File: src/hdl/gamepad_frame_to_events_defines.svh
// Assertion macros for the gamepad frame-to-events block.
// Used by the top level only; expects clk_i and rst_ni in scope.
`ifndef GAMEPAD_FRAME_TO_EVENTS_DEFINES_SVH
`define GAMEPAD_FRAME_TO_EVENTS_DEFINES_SVH

// Same-cycle implication.
`define GFTE_ASSERT_SAME(lbl, ante, cons) \
  lbl: assert property (@(posedge clk_i) disable iff (!rst_ni) (ante) |-> (cons)) \
    else $error("gfte same-cycle check failed");

// Next-cycle implication.
`define GFTE_ASSERT_NEXT(lbl, ante, cons) \
  lbl: assert property (@(posedge clk_i) disable iff (!rst_ni) (ante) |=> (cons)) \
    else $error("gfte next-cycle check failed");

`endif

File: src/hdl/gfte_pkg.sv
`timescale 1ns / 1ps
// Package for the gamepad frame-to-events block: constants, codes, payload types.
// No dependencies.
package gfte_pkg;

  localparam int BUTTON_BITS = 16;
  localparam int BTN_IDX_W   = (BUTTON_BITS > 1) ? $clog2(BUTTON_BITS) : 1;

  localparam logic [15:0] CRC_POLY = 16'h1021;
  localparam logic [15:0] CRC_INIT = 16'hFFFF;
  localparam int CRC_BITS_PER_STEP = 2;
  localparam int CRC_STEPS         = 8 / CRC_BITS_PER_STEP;
  localparam int CRC_CNT_W         = (CRC_STEPS > 1) ? $clog2(CRC_STEPS) : 1;

  // Byte position within a frame
  localparam logic [3:0] POS_WAIT     = 4'd0;
  localparam logic [3:0] POS_FIRST    = 4'd1;
  localparam logic [3:0] POS_LAST_CRC = 4'd6;  // last byte covered by the CRC
  localparam logic [3:0] POS_CRC_LO   = 4'd7;
  localparam logic [3:0] POS_CRC_HI   = 4'd8;

  // Configuration port
  localparam int CFG_IDX_W  = 2;
  localparam int CFG_DATA_W = 40;
  localparam int MAP_W      = 5;
  localparam logic [CFG_IDX_W-1:0] CFG_MAP_LOW   = 2'd0;
  localparam logic [CFG_IDX_W-1:0] CFG_MAP_HIGH  = 2'd1;
  localparam logic [CFG_IDX_W-1:0] CFG_STICK_CNT = 2'd2;
  localparam logic [CFG_DATA_W-1:0] MAP_RESET    = 40'hFF_FFFF_FFFF;
  localparam logic [1:0] STICKS_LEFT = 2'd1;
  localparam logic [1:0] STICKS_BOTH = 2'd2;

  // Targets and axes
  localparam logic [MAP_W-1:0] TGT_MAX        = 5'd16;
  localparam logic [MAP_W-1:0] TGT_LTRIG_BTN  = 5'd6;
  localparam logic [MAP_W-1:0] TGT_RTRIG_BTN  = 5'd7;
  localparam logic [4:0] AXIS_LX    = 5'd0;
  localparam logic [4:0] AXIS_LY    = 5'd1;
  localparam logic [4:0] AXIS_LTRIG = 5'd2;
  localparam logic [4:0] AXIS_RX    = 5'd3;
  localparam logic [4:0] AXIS_RY    = 5'd4;
  localparam logic [4:0] AXIS_RTRIG = 5'd5;
  localparam logic [7:0] AXIS_FULL  = 8'hFF;

  typedef enum logic [1:0] {
    EV_BUTTON = 2'd0,
    EV_AXIS   = 2'd1,
    EV_SYNC   = 2'd2
  } event_kind_e;

  typedef enum logic [2:0] {
    ST_IDLE,
    ST_CRC,
    ST_BTN,
    ST_TRIG,
    ST_STICK,
    ST_SYNC
  } state_e;

  typedef struct packed {
    logic [7:0] rx_byte;
    logic       frame_start;
  } in_item_t;

  typedef struct packed {
    logic [1:0] event_kind;
    logic [4:0] event_index;
    logic [7:0] event_value;
    logic       last_event;
  } out_item_t;

  function automatic logic [4:0] axis_of_stick(input logic [1:0] stick);
    logic [4:0] axis;
    case (stick)
      2'd0:    axis = AXIS_LX;
      2'd1:    axis = AXIS_LY;
      2'd2:    axis = AXIS_RX;
      default: axis = AXIS_RY;
    endcase
    return axis;
  endfunction

endpackage

File: src/hdl/gfte_crc_step.sv
`timescale 1ns / 1ps
// Shared CRC-16 shift unit: advances the register by CRC_BITS_PER_STEP bits, MSB first.
// Depends on gfte_pkg.
module gfte_crc_step (
  input  logic [15:0] crc_i,
  output logic [15:0] crc_o
);

  always_comb begin
    logic [15:0] c;
    c = crc_i;
    for (int k = 0; k < gfte_pkg::CRC_BITS_PER_STEP; k++) begin
      if (c[15]) begin
        c = {c[14:0], 1'b0} ^ gfte_pkg::CRC_POLY;
      end else begin
        c = {c[14:0], 1'b0};
      end
    end
    crc_o = c;
  end

endmodule

File: src/hdl/gamepad_frame_to_events.sv
`timescale 1ns / 1ps
// Gamepad frame-to-events converter, top level.
// Depends on gfte_pkg, gfte_crc_step and gamepad_frame_to_events_defines.svh.
//
// Usage:
//   Input channel (in_valid_i/in_ready_o/in_data_i) takes one report byte per
//   transaction; frame_start marks byte 0 of a 9-byte frame. Output channel
//   (out_valid_o/out_ready_i/out_data_o) delivers button, axis and sync events.
//   Config port (cfg_we_i/cfg_index_i/cfg_data_i) writes the two button maps
//   and the stick count, one per write; write it only while the block is idle.
// Sequence:
//   Frame bytes 0-6 each run through the shared 2-bit CRC shifter after
//   acceptance; bytes 7 and 8 are taken without a CRC pass.
//   After a good byte 8 the scan sequencer walks BUTTON_BITS button slots,
//   with an extra trigger step per trigger event, then 4 sticks and one
//   sync slot; a stalled output holds the scan in place.
//   in_ready_o is high only while idle.
// Reset: byte position goes to waiting-for-start, CRC to 0xFFFF, previous
//   buttons and sticks to zero, maps to all-unmapped, stick count to two.
// Stall: one output register; a stalled receiver holds the scan in place.
`include "gamepad_frame_to_events_defines.svh"

module gamepad_frame_to_events (
  input  logic                                clk_i,
  input  logic                                rst_ni,
  input  logic                                in_valid_i,
  output logic                                in_ready_o,
  input  gfte_pkg::in_item_t                  in_data_i,
  output logic                                out_valid_o,
  input  logic                                out_ready_i,
  output gfte_pkg::out_item_t                 out_data_o,
  input  logic                                cfg_we_i,
  input  logic [gfte_pkg::CFG_IDX_W-1:0]      cfg_index_i,
  input  logic [gfte_pkg::CFG_DATA_W-1:0]     cfg_data_i
);

  gfte_pkg::state_e state_q, state_d;

  // Byte framing and CRC
  logic [3:0]                     pos_q, pos_d;
  logic [15:0]                    crc_q, crc_d, crc_next;
  logic [gfte_pkg::CRC_CNT_W-1:0] step_q, step_d;
  logic [7:0]                     frame_q [8];
  logic                           frame_we;
  logic [2:0]                     frame_waddr;

  // Previous values and scan counters
  logic [15:0]                    prev_btn_q, prev_btn_d;
  logic [7:0]                     prev_stk_q [4];
  logic                           prev_upd;
  logic [gfte_pkg::BTN_IDX_W-1:0] btn_q, btn_d;
  logic [1:0]                     stk_q, stk_d;
  logic                           any_q, any_d;

  // Output register
  logic                  out_valid_q, out_valid_d;
  gfte_pkg::out_item_t   out_data_q, out_data_d;
  logic                  emit;
  gfte_pkg::out_item_t   emit_data;

  // Configuration
  logic [gfte_pkg::CFG_DATA_W-1:0] map_lo_q, map_hi_q;
  logic [1:0]                      stick_cnt_q;

  logic in_acc, slot_free;
  assign in_ready_o  = (state_q == gfte_pkg::ST_IDLE);
  assign in_acc      = in_valid_i && in_ready_o;
  assign slot_free   = !out_valid_q || out_ready_i;
  assign out_valid_o = out_valid_q;
  assign out_data_o  = out_data_q;

  gfte_crc_step u_crc (
    .crc_i(crc_q),
    .crc_o(crc_next)
  );

  // Frame check: CRC bytes arrive little-endian
  logic crc_ok;
  assign crc_ok = ({in_data_i.rx_byte, frame_q[7]} == crc_q);

  // Button slot under inspection
  logic [15:0]                  cur_btn, changed;
  logic [3:0]                   btn_bit;
  logic [7:0][gfte_pkg::MAP_W-1:0] map_fields;
  logic [gfte_pkg::MAP_W-1:0]   tgt;
  logic                         pressed, btn_hit, btn_trig, btn_last;

  assign cur_btn    = {frame_q[1], frame_q[0]};
  assign changed    = cur_btn ^ prev_btn_q;
  assign btn_bit    = 4'(btn_q);
  assign map_fields = btn_bit[3] ? map_hi_q : map_lo_q;
  assign tgt        = map_fields[btn_bit[2:0]];
  assign pressed    = cur_btn[btn_bit];
  assign btn_hit    = changed[btn_bit] && (tgt <= gfte_pkg::TGT_MAX);
  assign btn_trig   = (tgt == gfte_pkg::TGT_LTRIG_BTN) || (tgt == gfte_pkg::TGT_RTRIG_BTN);
  assign btn_last   = (btn_q == gfte_pkg::BTN_IDX_W'(gfte_pkg::BUTTON_BITS - 1));

  // Stick slot under inspection; sticks sit at frame bytes 2-5
  logic [7:0] stk_val;
  logic [1:0] stk_needed;
  logic       stk_hit;
  assign stk_val    = frame_q[{1'b0, stk_q} + 3'd2];
  assign stk_needed = stk_q[1] ? gfte_pkg::STICKS_BOTH : gfte_pkg::STICKS_LEFT;
  assign stk_hit    = (stick_cnt_q >= stk_needed) && (stk_val != prev_stk_q[stk_q]);

  // Next state
  always_comb begin
    state_d = state_q;
    case (state_q)
      gfte_pkg::ST_IDLE: begin
        if (in_acc) begin
          if (in_data_i.frame_start) begin
            state_d = gfte_pkg::ST_CRC;
          end else if (pos_q inside {[gfte_pkg::POS_FIRST:gfte_pkg::POS_LAST_CRC]}) begin
            state_d = gfte_pkg::ST_CRC;
          end else if (pos_q == gfte_pkg::POS_CRC_HI && crc_ok) begin
            state_d = gfte_pkg::ST_BTN;
          end
        end
      end
      gfte_pkg::ST_CRC: begin
        if (step_q == gfte_pkg::CRC_CNT_W'(gfte_pkg::CRC_STEPS - 1)) begin
          state_d = gfte_pkg::ST_IDLE;
        end
      end
      gfte_pkg::ST_BTN: begin
        if (!btn_hit || slot_free) begin
          if (btn_hit && btn_trig) begin
            state_d = gfte_pkg::ST_TRIG;
          end else if (btn_last) begin
            state_d = gfte_pkg::ST_STICK;
          end
        end
      end
      gfte_pkg::ST_TRIG: begin
        if (slot_free) begin
          state_d = btn_last ? gfte_pkg::ST_STICK : gfte_pkg::ST_BTN;
        end
      end
      gfte_pkg::ST_STICK: begin
        if ((!stk_hit || slot_free) && stk_q == 2'd3) begin
          state_d = gfte_pkg::ST_SYNC;
        end
      end
      gfte_pkg::ST_SYNC: begin
        if (!any_q || slot_free) begin
          state_d = gfte_pkg::ST_IDLE;
        end
      end
      default: state_d = gfte_pkg::ST_IDLE;
    endcase
  end

  // Datapath and event generation
  always_comb begin
    pos_d       = pos_q;
    crc_d       = crc_q;
    step_d      = step_q;
    btn_d       = btn_q;
    stk_d       = stk_q;
    any_d       = any_q;
    frame_we    = 1'b0;
    frame_waddr = pos_q[2:0];
    prev_upd    = 1'b0;
    emit        = 1'b0;
    emit_data   = '0;
    case (state_q)
      gfte_pkg::ST_IDLE: begin
        if (in_acc) begin
          if (in_data_i.frame_start) begin
            frame_we    = 1'b1;
            frame_waddr = 3'd0;
            crc_d       = gfte_pkg::CRC_INIT ^ {in_data_i.rx_byte, 8'h00};
            pos_d       = gfte_pkg::POS_FIRST;
            step_d      = '0;
          end else if (pos_q == gfte_pkg::POS_WAIT || pos_q > gfte_pkg::POS_CRC_HI) begin
            pos_d = gfte_pkg::POS_WAIT;
          end else if (pos_q <= gfte_pkg::POS_LAST_CRC) begin
            frame_we = 1'b1;
            crc_d    = crc_q ^ {in_data_i.rx_byte, 8'h00};
            pos_d    = pos_q + 4'd1;
            step_d   = '0;
          end else if (pos_q == gfte_pkg::POS_CRC_LO) begin
            frame_we = 1'b1;
            pos_d    = gfte_pkg::POS_CRC_HI;
          end else begin
            pos_d = gfte_pkg::POS_WAIT;
            crc_d = gfte_pkg::CRC_INIT;
            btn_d = '0;
            stk_d = '0;
            any_d = 1'b0;
          end
        end
      end
      gfte_pkg::ST_CRC: begin
        crc_d  = crc_next;
        step_d = step_q + 1'b1;
      end
      gfte_pkg::ST_BTN: begin
        if (btn_hit && slot_free) begin
          emit                  = 1'b1;
          emit_data.event_kind  = gfte_pkg::EV_BUTTON;
          emit_data.event_index = tgt;
          emit_data.event_value = {7'd0, pressed};
          any_d                 = 1'b1;
        end
        if ((!btn_hit || slot_free) && !(btn_hit && btn_trig)) begin
          btn_d = btn_q + 1'b1;
        end
      end
      gfte_pkg::ST_TRIG: begin
        if (slot_free) begin
          emit                  = 1'b1;
          emit_data.event_kind  = gfte_pkg::EV_AXIS;
          emit_data.event_index = (tgt == gfte_pkg::TGT_LTRIG_BTN) ? gfte_pkg::AXIS_LTRIG
                                                                   : gfte_pkg::AXIS_RTRIG;
          emit_data.event_value = pressed ? gfte_pkg::AXIS_FULL : 8'd0;
          btn_d                 = btn_q + 1'b1;
        end
      end
      gfte_pkg::ST_STICK: begin
        if (stk_hit && slot_free) begin
          emit                  = 1'b1;
          emit_data.event_kind  = gfte_pkg::EV_AXIS;
          emit_data.event_index = gfte_pkg::axis_of_stick(stk_q);
          emit_data.event_value = stk_val;
          any_d                 = 1'b1;
        end
        if (!stk_hit || slot_free) begin
          stk_d = stk_q + 2'd1;
        end
      end
      gfte_pkg::ST_SYNC: begin
        if (any_q && slot_free) begin
          emit                 = 1'b1;
          emit_data.event_kind = gfte_pkg::EV_SYNC;
          emit_data.last_event = 1'b1;
        end
        if (!any_q || slot_free) begin
          prev_upd = 1'b1;
        end
      end
      default: ;
    endcase
  end

  // Output register and previous-value update
  always_comb begin
    out_valid_d = out_valid_q;
    out_data_d  = out_data_q;
    if (emit) begin
      out_valid_d = 1'b1;
      out_data_d  = emit_data;
    end else if (out_ready_i) begin
      out_valid_d = 1'b0;
    end
    prev_btn_d = prev_upd ? cur_btn : prev_btn_q;
  end

  always_ff @(posedge clk_i or negedge rst_ni) begin
    if (!rst_ni) begin
      state_q     <= gfte_pkg::ST_IDLE;
      pos_q       <= gfte_pkg::POS_WAIT;
      crc_q       <= gfte_pkg::CRC_INIT;
      step_q      <= '0;
      btn_q       <= '0;
      stk_q       <= '0;
      any_q       <= 1'b0;
      out_valid_q <= 1'b0;
      prev_btn_q  <= '0;
      for (int i = 0; i < 4; i++) begin
        prev_stk_q[i] <= '0;
      end
      map_lo_q    <= gfte_pkg::MAP_RESET;
      map_hi_q    <= gfte_pkg::MAP_RESET;
      stick_cnt_q <= gfte_pkg::STICKS_BOTH;
    end else begin
      state_q     <= state_d;
      pos_q       <= pos_d;
      crc_q       <= crc_d;
      step_q      <= step_d;
      btn_q       <= btn_d;
      stk_q       <= stk_d;
      any_q       <= any_d;
      out_valid_q <= out_valid_d;
      prev_btn_q  <= prev_btn_d;
      if (prev_upd) begin
        for (int i = 0; i < 4; i++) begin
          prev_stk_q[i] <= frame_q[i + 2];
        end
      end
      if (cfg_we_i) begin
        case (cfg_index_i)
          gfte_pkg::CFG_MAP_LOW:   map_lo_q    <= cfg_data_i;
          gfte_pkg::CFG_MAP_HIGH:  map_hi_q    <= cfg_data_i;
          gfte_pkg::CFG_STICK_CNT: stick_cnt_q <= cfg_data_i[1:0];
          default: ;
        endcase
      end
    end
  end

  // Payload registers, no reset
  always_ff @(posedge clk_i) begin
    out_data_q <= out_data_d;
    if (frame_we) begin
      frame_q[frame_waddr] <= in_data_i.rx_byte;
    end
  end

  // Checks
  `GFTE_ASSERT_SAME(a_last_is_sync, out_valid_o && out_data_o.last_event,
                    out_data_o.event_kind == gfte_pkg::EV_SYNC)
  `GFTE_ASSERT_SAME(a_button_index, out_valid_o && out_data_o.event_kind == gfte_pkg::EV_BUTTON,
                    out_data_o.event_index <= gfte_pkg::TGT_MAX)
  `GFTE_ASSERT_NEXT(a_crc_done, state_q == gfte_pkg::ST_CRC
                    && step_q == gfte_pkg::CRC_CNT_W'(gfte_pkg::CRC_STEPS - 1),
                    state_q == gfte_pkg::ST_IDLE)
  `GFTE_ASSERT_NEXT(a_bad_frame_dropped, in_acc && !in_data_i.frame_start
                    && pos_q == gfte_pkg::POS_CRC_HI && !crc_ok,
                    state_q == gfte_pkg::ST_IDLE && pos_q == gfte_pkg::POS_WAIT)

endmodule
File: config.mk
export PLATFORM = sky130hd
export DESIGN_NAME = gamepad_frame_to_events
export DESIGN_NICKNAME = d
export VERILOG_FILES = /design/src/hdl/gfte_pkg.sv /design/src/hdl/gfte_crc_step.sv /design/src/hdl/gamepad_frame_to_events.sv
export VERILOG_INCLUDE_DIRS = /design/src /design/src/hdl
export SDC_FILE = /design/constraint.sdc
export NUM_CORES = 1
export LEC_CHECK = 0
export BUFFER_PORTS_ARGS = -buffer_cell sky130_fd_sc_hd__buf_2
export CORE_ASPECT_RATIO = 1.5
export CORE_UTILIZATION = 59
export DETAILED_ROUTE_END_ITERATION = 10
export GPL_TIMING_DRIVEN = 0
export PLACE_DENSITY = 0.88
export SETUP_SLACK_MARGIN = 0.15
export SYNTH_ARGS = -nofsm -noshare
export SYNTH_HDL_FRONTEND = slang
export SYNTH_SLANG_ARGS = --single-unit
File: constraint.sdc
create_clock -name clk_i -period 3.8 [get_ports clk_i]
set_input_delay 0 -clock clk_i [delete_from_list [all_inputs] [get_ports clk_i]]
set_output_delay 0 -clock clk_i [all_outputs]
set_load 0.02 [all_outputs]
==> results of run 1 <==
## critical path, stage by stage, from the launching register on
cell and delay, ns:
dfrtp_1 0.36, buf_2 0.29, buf_4 0.28, mux4_2 0.41, o22ai_1 0.27, a21oi_1 0.15
or4_1 0.56, a21oi_2 0.25, and3_1 0.18, buf_4 0.13, or2_1 0.15, o31a_4 0.27
## logic make-up (layout without fill, tap and decap cells)
kind of cell    Yosys count  after routing
compound gates          102            102
simple gates            155            155
xor+xnor                 45             45
flops                   235            235
buf+inv                  61            229
mux                     183            183
fa+ha+maj                12             12
## layout by cell type, fill, tap and decap left out, drive strengths merged, types with 9 or more instances in the layout
cell type and instances:
a21o 9, a21oi 19, a221oi 12, buf 90, clkbuf 58, clkinv 10
dfrtp 66, dfstp 97, dlygate4sd3 51, edfxtp 72, ha 12, inv 15
mux2 133, mux4 42, nand2 51, nand3 12, nor2 24, nor3 17
o21ai 21, xnor2 17, xor2 28
## registers in the layout, indices dropped and copies added, names as in the netlist
| register | flops |
|---|---|
| pos_q | 4 |
| prev_btn_q | 16 |
| map_hi_q | 40 |
| state_q | 3 |
| any_q | 1 |
| stick_cnt_q | 2 |
| out_valid_o | 1 |
| step_q | 2 |
| prev_stk_q | 32 |
| stk_q | 2 |
| crc_q | 16 |
| out_data_o | 16 |
| frame_q | 56 |
| map_lo_q | 40 |
| btn_bit | 4 |
## how the worst min path moves through the flow
stage / endpoint / from / slack (ns)
global route: stick_cnt_q[0] / cfg_index_i[1] / 0.01
floorplan: any_q / rst_ni / -0.30
detailed placement: prev_btn_q[6] / rst_ni / -0.01
CTS: stick_cnt_q[0] / cfg_index_i[1] / 0.003
finish: stick_cnt_q[0] / cfg_index_i[1] / 0.008
global placement: map_hi_q[7] / cfg_data_i[7] / 0.25
## routing by layer
| metal | vias up | track usage, % | wire [um] |
|---|---|---|---|
| met3 | 105 | 4.853 | 1661 |
| met1 | 3867 | 33.96 | 10290 |
| met2 | 373 | 53.20 | 14800 |
| li1 | 3263 | - | - |
| met5 | - | 0 | 0 |
| met4 | 0 | 17.17 | 1549 |
## power by group
group | internal (W) | switching (W) | total (W) | leakage, nW
Clock | 0.00125 | 0.000982 | 0.00224 | 0.352
Combinational | 0.00145 | 0.00165 | 0.00310 | 2.25
Sequential | 0.00348 | 0.000437 | 0.00391 | 2.48
Total | 0.00618 | 0.00307 | 0.00925 | 5.08
## timing repair
action | in CTS | in global routing
hold buffers | 51 | 0
gates resized for setup | 4 | 5
cloned | 0 | 0
hold endpoints to repair | 245 | 0
endpoints found under the setup margin | 24 | 30
## layout make-up
cell class	instances	area share [%]
sequential	235	48.25
tap	252	2.391
clock buffer	26	4.450
buffer	47	1.594
clock inverter	16	1.072
multi-input combinational	497	34.84
inverter	14	0.3985
timing repair buffer	126	7.003
## through the flow
step | std cells | area (um2) | hold slack, ns | setup slack [ns] | power, W
after detailed placement | 1119 | 11910 | -0.01259 | -0.3364 | 0.006862
after floorplan | 793 | 11170 | -0.2956 | 0.4996 | 0.006024
after global routing | 1213 | 13190 | 0.01061 | 0.1495 | 0.009673
after global placement | 1117 | 11850 | 0.2466 | -0.2781 | 0.006686
final | 1213 | 13190 | 0.008365 | 0.1682 | 0.009246
after CTS | 1212 | 13160 | 0.002868 | 0.1800 | 0.009166
==> results.sh, run 1 <==
export IMPL_fmax_mhz=275.3
export IMPL_clock_latency_ns=0.52
export IMPL_yosysSeqAreaShare_pct=56.96
export IMPL_async_reset_ff_share_pct=69.36
export IMPL_final_min_clock_period_ns=3.632
export IMPL_clkTransAtPathRegs_ns=0.06
export IMPL_start_util_pct=60.23
export IMPL_cp_arrival_ns=3.84
export IMPL_h_tree_depth=1
export IMPL_io_pins=74
export IMPL_routed_wl_mm=28.30
export IMPL_synth_edf_count=72
export IMPL_critical_path_required_ns=4.01
export IMPL_critPathCapture="out_data_o[4]"
export IMPL_drtIter0Drc=786
export IMPL_synth_compound_area_share_pct=6.440
export IMPL_cts_sinks=235
export IMPL_vias_per_cell=6.272
export IMPL_vdd_ir_drop_worst_mv=0.4939
export IMPL_grt_pass1_vias=8155
export IMPL_crit_type="reg -> reg"
export IMPL_die_w_um=114.4
export IMPL_power_density_mw_per_mm2=701.2
export IMPL_synth_simple_area_share_pct=6.832
export IMPL_grt_antenna_before_repair=0
export IMPL_grt_setup_unrepaired="no"
export IMPL_coreArea_mm2=0.01855
export IMPL_cp_start_kind="flop"
export IMPL_post_cts_buffers=0
export IMPL_drive_gt1_share_pct=42.14
export IMPL_muxShareOfSynthArea_pct=22.63
export IMPL_hold_violations=0
export IMPL_ys_ff_latch=235
export IMPL_vias=7608
export IMPL_setup_viol=0
export IMPL_grt_ovfl_total=0
export IMPL_register_area_mm2=0.006362
export IMPL_antenna_cells=0
export IMPL_utilization_pct=71.10
export IMPL_grt_max_degree=100
export IMPL_synth_ff_type="dfstp_2"
export IMPL_worstReg2RegStart="btn_bit[1]"
export IMPL_grt_pass1_wl_mm=43.86
export IMPL_rr_endpoint="out_data_o[4]"
export IMPL_holdPathStages=3
export IMPL_dpl_hpwl_mm=17.50
export IMPL_finalMaxSlewViolations=0
export IMPL_crit_path_max_fanout=16
export IMPL_synth_xor_area_share_pct=3.528
export IMPL_syn_nets=861
export IMPL_status="finished, final reports clean"
export IMPL_cp_end_kind="flop"
export IMPL_yosysWarnings=0
export IMPL_ys_top_cells_by_count="133 x mux2_2, 97 x dfstp_2, 72 x edfxtp_1, 66 x dfrtp_1, 51 x nand2_1"
export IMPL_placementRows=61
export IMPL_drv_cap=0
export IMPL_timing_setup_tns_ns=0
export IMPL_drt_pass1_iterations=5
export IMPL_rrSetupSlack_ns=0.17
export IMPL_synth_area_per_cell_um2=14.09
export IMPL_n_fill_cell=1141
export IMPL_slew_headroom_pct=42.86
export IMPL_grt_use_total_pct=29.93
export IMPL_hold_class="in -> reg"
export IMPL_clockBufferDepth=3
export IMPL_ys_top_cells_by_area="dfstp_2 23%, edfxtp_1 19%, dfrtp_1 15%, mux2_2 13%, mux4_2 8.3%"
export IMPL_dieArea_mm2=0.01950
export IMPL_yosysUniqueCellTypes=59
export IMPL_fp_dieH_um=170.5
export IMPL_synth_largest_area_cell="dfstp_2"
export IMPL_ant_nets=0
export IMPL_post_drt_wl_per_cell_um=23.33
export IMPL_yosys_area_share_adder_pct=1.344
export IMPL_clockRootBuffer="clkbuf_16"
export IMPL_syn_cell_area_mm2=0.01117
export IMPL_multi_input_area_mm2=0.004594
export IMPL_cts_tree="done"
export IMPL_worstRegToRegCells=11
export IMPL_clock_skew_ns=0.01480
export IMPL_timing_critical_path_from="btn_bit[1]"
export IMPL_synthCells=793
export IMPL_fin_nets=1012
export IMPL_drc=0
export IMPL_gp_congestion=0.9128
export IMPL_io_buffers=72
export IMPL_yosysMostFrequentCell="mux2_2"
export IMPL_worst_pin_slew_ns=0.8524
export IMPL_p_leak_nw=5.080
export IMPL_area_growth_pct=18.04
export IMPL_cts_made_buffers=23
export IMPL_finalCritPeriodShare_pct=95.57
export IMPL_synth_top_family_by_area="multiplexers"
export IMPL_yosysTopAreaCellShare_pct=22.82
Power figures use the tool's default switching activity.
==> run 2: changes to the inputs <==
--- a/config.mk
+++ b/config.mk
@@ -12,6 +12,7 @@
 export DETAILED_ROUTE_END_ITERATION = 10
 export GPL_TIMING_DRIVEN = 0
 export PLACE_DENSITY = 0.88
+export RECOVER_POWER = 100
 export SETUP_SLACK_MARGIN = 0.15
 export SYNTH_ARGS = -nofsm -noshare
 export SYNTH_HDL_FRONTEND = slang
==> constraint.sdc (replaced) <==
create_clock -name clk_i -period 3.8 [get_ports clk_i]
set_input_delay 0 -clock clk_i [delete_from_list [all_inputs] [get_ports clk_i]]
set_output_delay 0 -clock clk_i [all_outputs]
set_load 0.01 [all_outputs]
==> run 2 against run 1 <==
  * The flow now finishes with violations (capacitance limit, slew limit)
  * Wire length down 0.12%
  * Fmax is 0.89% lower
  * First-iteration DRC count up 1.7%
  * Sequential share of layout area grew 0.35 points
  * Clock power is essentially flat
  * Largest cell class unchanged
==> results.sh, run 2 (synthesized netlist as in run 1, its figures left out) <==
export IMPL_dieArea_mm2=0.01950
export IMPL_fmax_mhz=272.9
export IMPL_fin_nets=1012
export IMPL_clock_latency_ns=0.52
export IMPL_setup_viol=0
export IMPL_io_pins=74
export IMPL_finalCritPeriodShare_pct=96.43
export IMPL_grt_ovfl_total=0
export IMPL_slew_headroom_pct=-91.24
export IMPL_clockBufferDepth=3
export IMPL_ant_nets=0
export IMPL_cp_end_kind="flop"
export IMPL_hold_violations=0
export IMPL_largest_register_ffs=56
export IMPL_start_util_pct=60.23
export IMPL_power_density_mw_per_mm2=698.7
export IMPL_crit_type="reg -> reg"
export IMPL_grt_use_total_pct=29.93
export IMPL_hold_start="cfg_index_i[1]"
export IMPL_hold_class="in -> reg"
export IMPL_post_cts_buffers=0
export IMPL_register_area_mm2=0.006362
export IMPL_drc=0
export IMPL_drv_cap=1
export IMPL_gp_congestion=0.9128
export IMPL_grt_pass1_vias=8155
export IMPL_vdd_ir_drop_worst_mv=0.4874
export IMPL_clockRootBuffer="clkbuf_16"
export IMPL_holdPathStages=3
export IMPL_area_growth_pct=17.19
export IMPL_violations="capacitance limit, slew limit"
export IMPL_worstReg2RegStart="btn_bit[1]"
export IMPL_final_common_cell="mux2_2"
export IMPL_utilization_pct=70.59
export IMPL_drtIter0Drc=799
export IMPL_worstRegToRegCells=11
export IMPL_p_leak_nw=4.980
export IMPL_finalMaxSlewViolations=66
export IMPL_crit_path_max_fanout=16
export IMPL_routed_wl_mm=28.26
export IMPL_h_tree_depth=1
export IMPL_cp_start_kind="flop"
export IMPL_die_w_um=114.4
export IMPL_clkTransAtPathRegs_ns=0.06
export IMPL_rr_endpoint="out_data_o[5]"
export IMPL_timing_hold_worst_endpoint="stick_cnt_q[0]"
export IMPL_worst_pin_slew_ns=2.869
export IMPL_cts_made_buffers=23
export IMPL_grt_pass1_wl_mm=43.86
export IMPL_n_fill_cell=1180
export IMPL_reg_top3="frame_q (56), map_hi_q (40), map_lo_q (40)"
export IMPL_post_drt_wl_per_cell_um=23.30
export IMPL_rrSetupSlack_ns=0.14
export IMPL_p_total_w=0.009147
export IMPL_grt_setup_unrepaired="no"
export IMPL_cp_arrival_ns=3.87
export IMPL_drive_gt1_share_pct=37.04
export IMPL_status="complete, but fails checks"
export IMPL_largest_register="frame_q"
export IMPL_drt_pass1_iterations=5
export IMPL_final_min_clock_period_ns=3.664
export IMPL_vias=7639
export IMPL_cts_sinks=235
export IMPL_clock_skew_ns=0.01830
export IMPL_fp_dieH_um=170.5
export IMPL_dpl_hpwl_mm=17.50
export IMPL_timing_setup_tns_ns=0
export IMPL_io_buffers=72
export IMPL_grt_antenna_before_repair=0
export IMPL_critical_path_required_ns=4.01
export IMPL_cts_tree="done"
export IMPL_antenna_cells=0
export IMPL_multi_input_area_mm2=0.004562
export IMPL_vias_per_cell=6.298
export IMPL_coreArea_mm2=0.01855
export IMPL_whs_ns=0.001647
export IMPL_grt_max_degree=100
export IMPL_placementRows=61
export IMPL_final_cell_mix="120 x mux2_2, 96 x dfstp_2, 72 x edfxtp_1"
[run 2: cell type report]
| cell class | instances | area share, % |
|---|---|---|
| repair buffers | 126 | 6.595 |
| flip-flops and latches | 235 | 48.60 |
| well taps | 252 | 2.408 |
| plain buffers | 47 | 1.587 |
| clock buffers | 26 | 4.482 |
| clock inverters | 16 | 1.080 |
| multi-input cells | 497 | 34.85 |
| inverters | 14 | 0.4014 |
[run 2: worst max-delay path by stage]
stage	startpoint	end	slack, ns
2_1_floorplan	btn_bit[3]	out_data_o[0]	0.50
3_3_place_gp	btn_bit[1]	out_data_o[8]	-0.28
3_5_place_dp	btn_bit[1]	out_data_o[4]	-0.34
4_1_cts	state_q[2]	frame_q[7][1]	0.18
5_1_grt	stk_q[0]	out_data_o[14]	0.08
6_report	btn_bit[1]	out_data_o[5]	0.14
[run 2: per-layer routing]
layer / GRT usage [%] / vias up / wire length, um
li1: - / 3263 / -
met5: 0 / - / 0
met1: 33.96 / 3872 / 10130
met4: 17.17 / 0 / 1647
met2: 53.20 / 384 / 14770
met3: 4.853 / 120 / 1722
[run 2: repair_timing]
action | CTS | global route
endpoints found under the hold margin | 245 | 0
hold buffers | 51 | 0
gates resized for setup | 4 | 5
endpoints found under the setup margin | 24 | 30
[run 2: power by group]
group / total (W) / switching [W] / internal, W
sequential: 0.00391 / 0.000435 / 0.00348
combinational: 0.00300 / 0.00159 / 0.00141
clock: 0.00223 / 0.000977 / 0.00125
[run 2: critical path: stages, from the launching register on]
cell,delay [ns]
dfrtp_1,0.36
buf_2,0.29
buf_4,0.28
mux4_2,0.41
o22ai_1,0.26
a21oi_1,0.16
or4_1,0.57
a21oi_2,0.24
and3_1,0.18
buf_4,0.13
or2_0,0.20
o31a_4,0.29
[run 2: per-stage QoR]
step / cell area [um2] / instances / worst slack, ns
after global routing: 13090 / 1213 / 0.08142
after CTS: 13160 / 1212 / 0.1800
after detailed placement: 11910 / 1119 / -0.3364
final: 13090 / 1213 / 0.1355
after floorplan: 11170 / 793 / 0.4996
after global placement: 11850 / 1117 / -0.2781
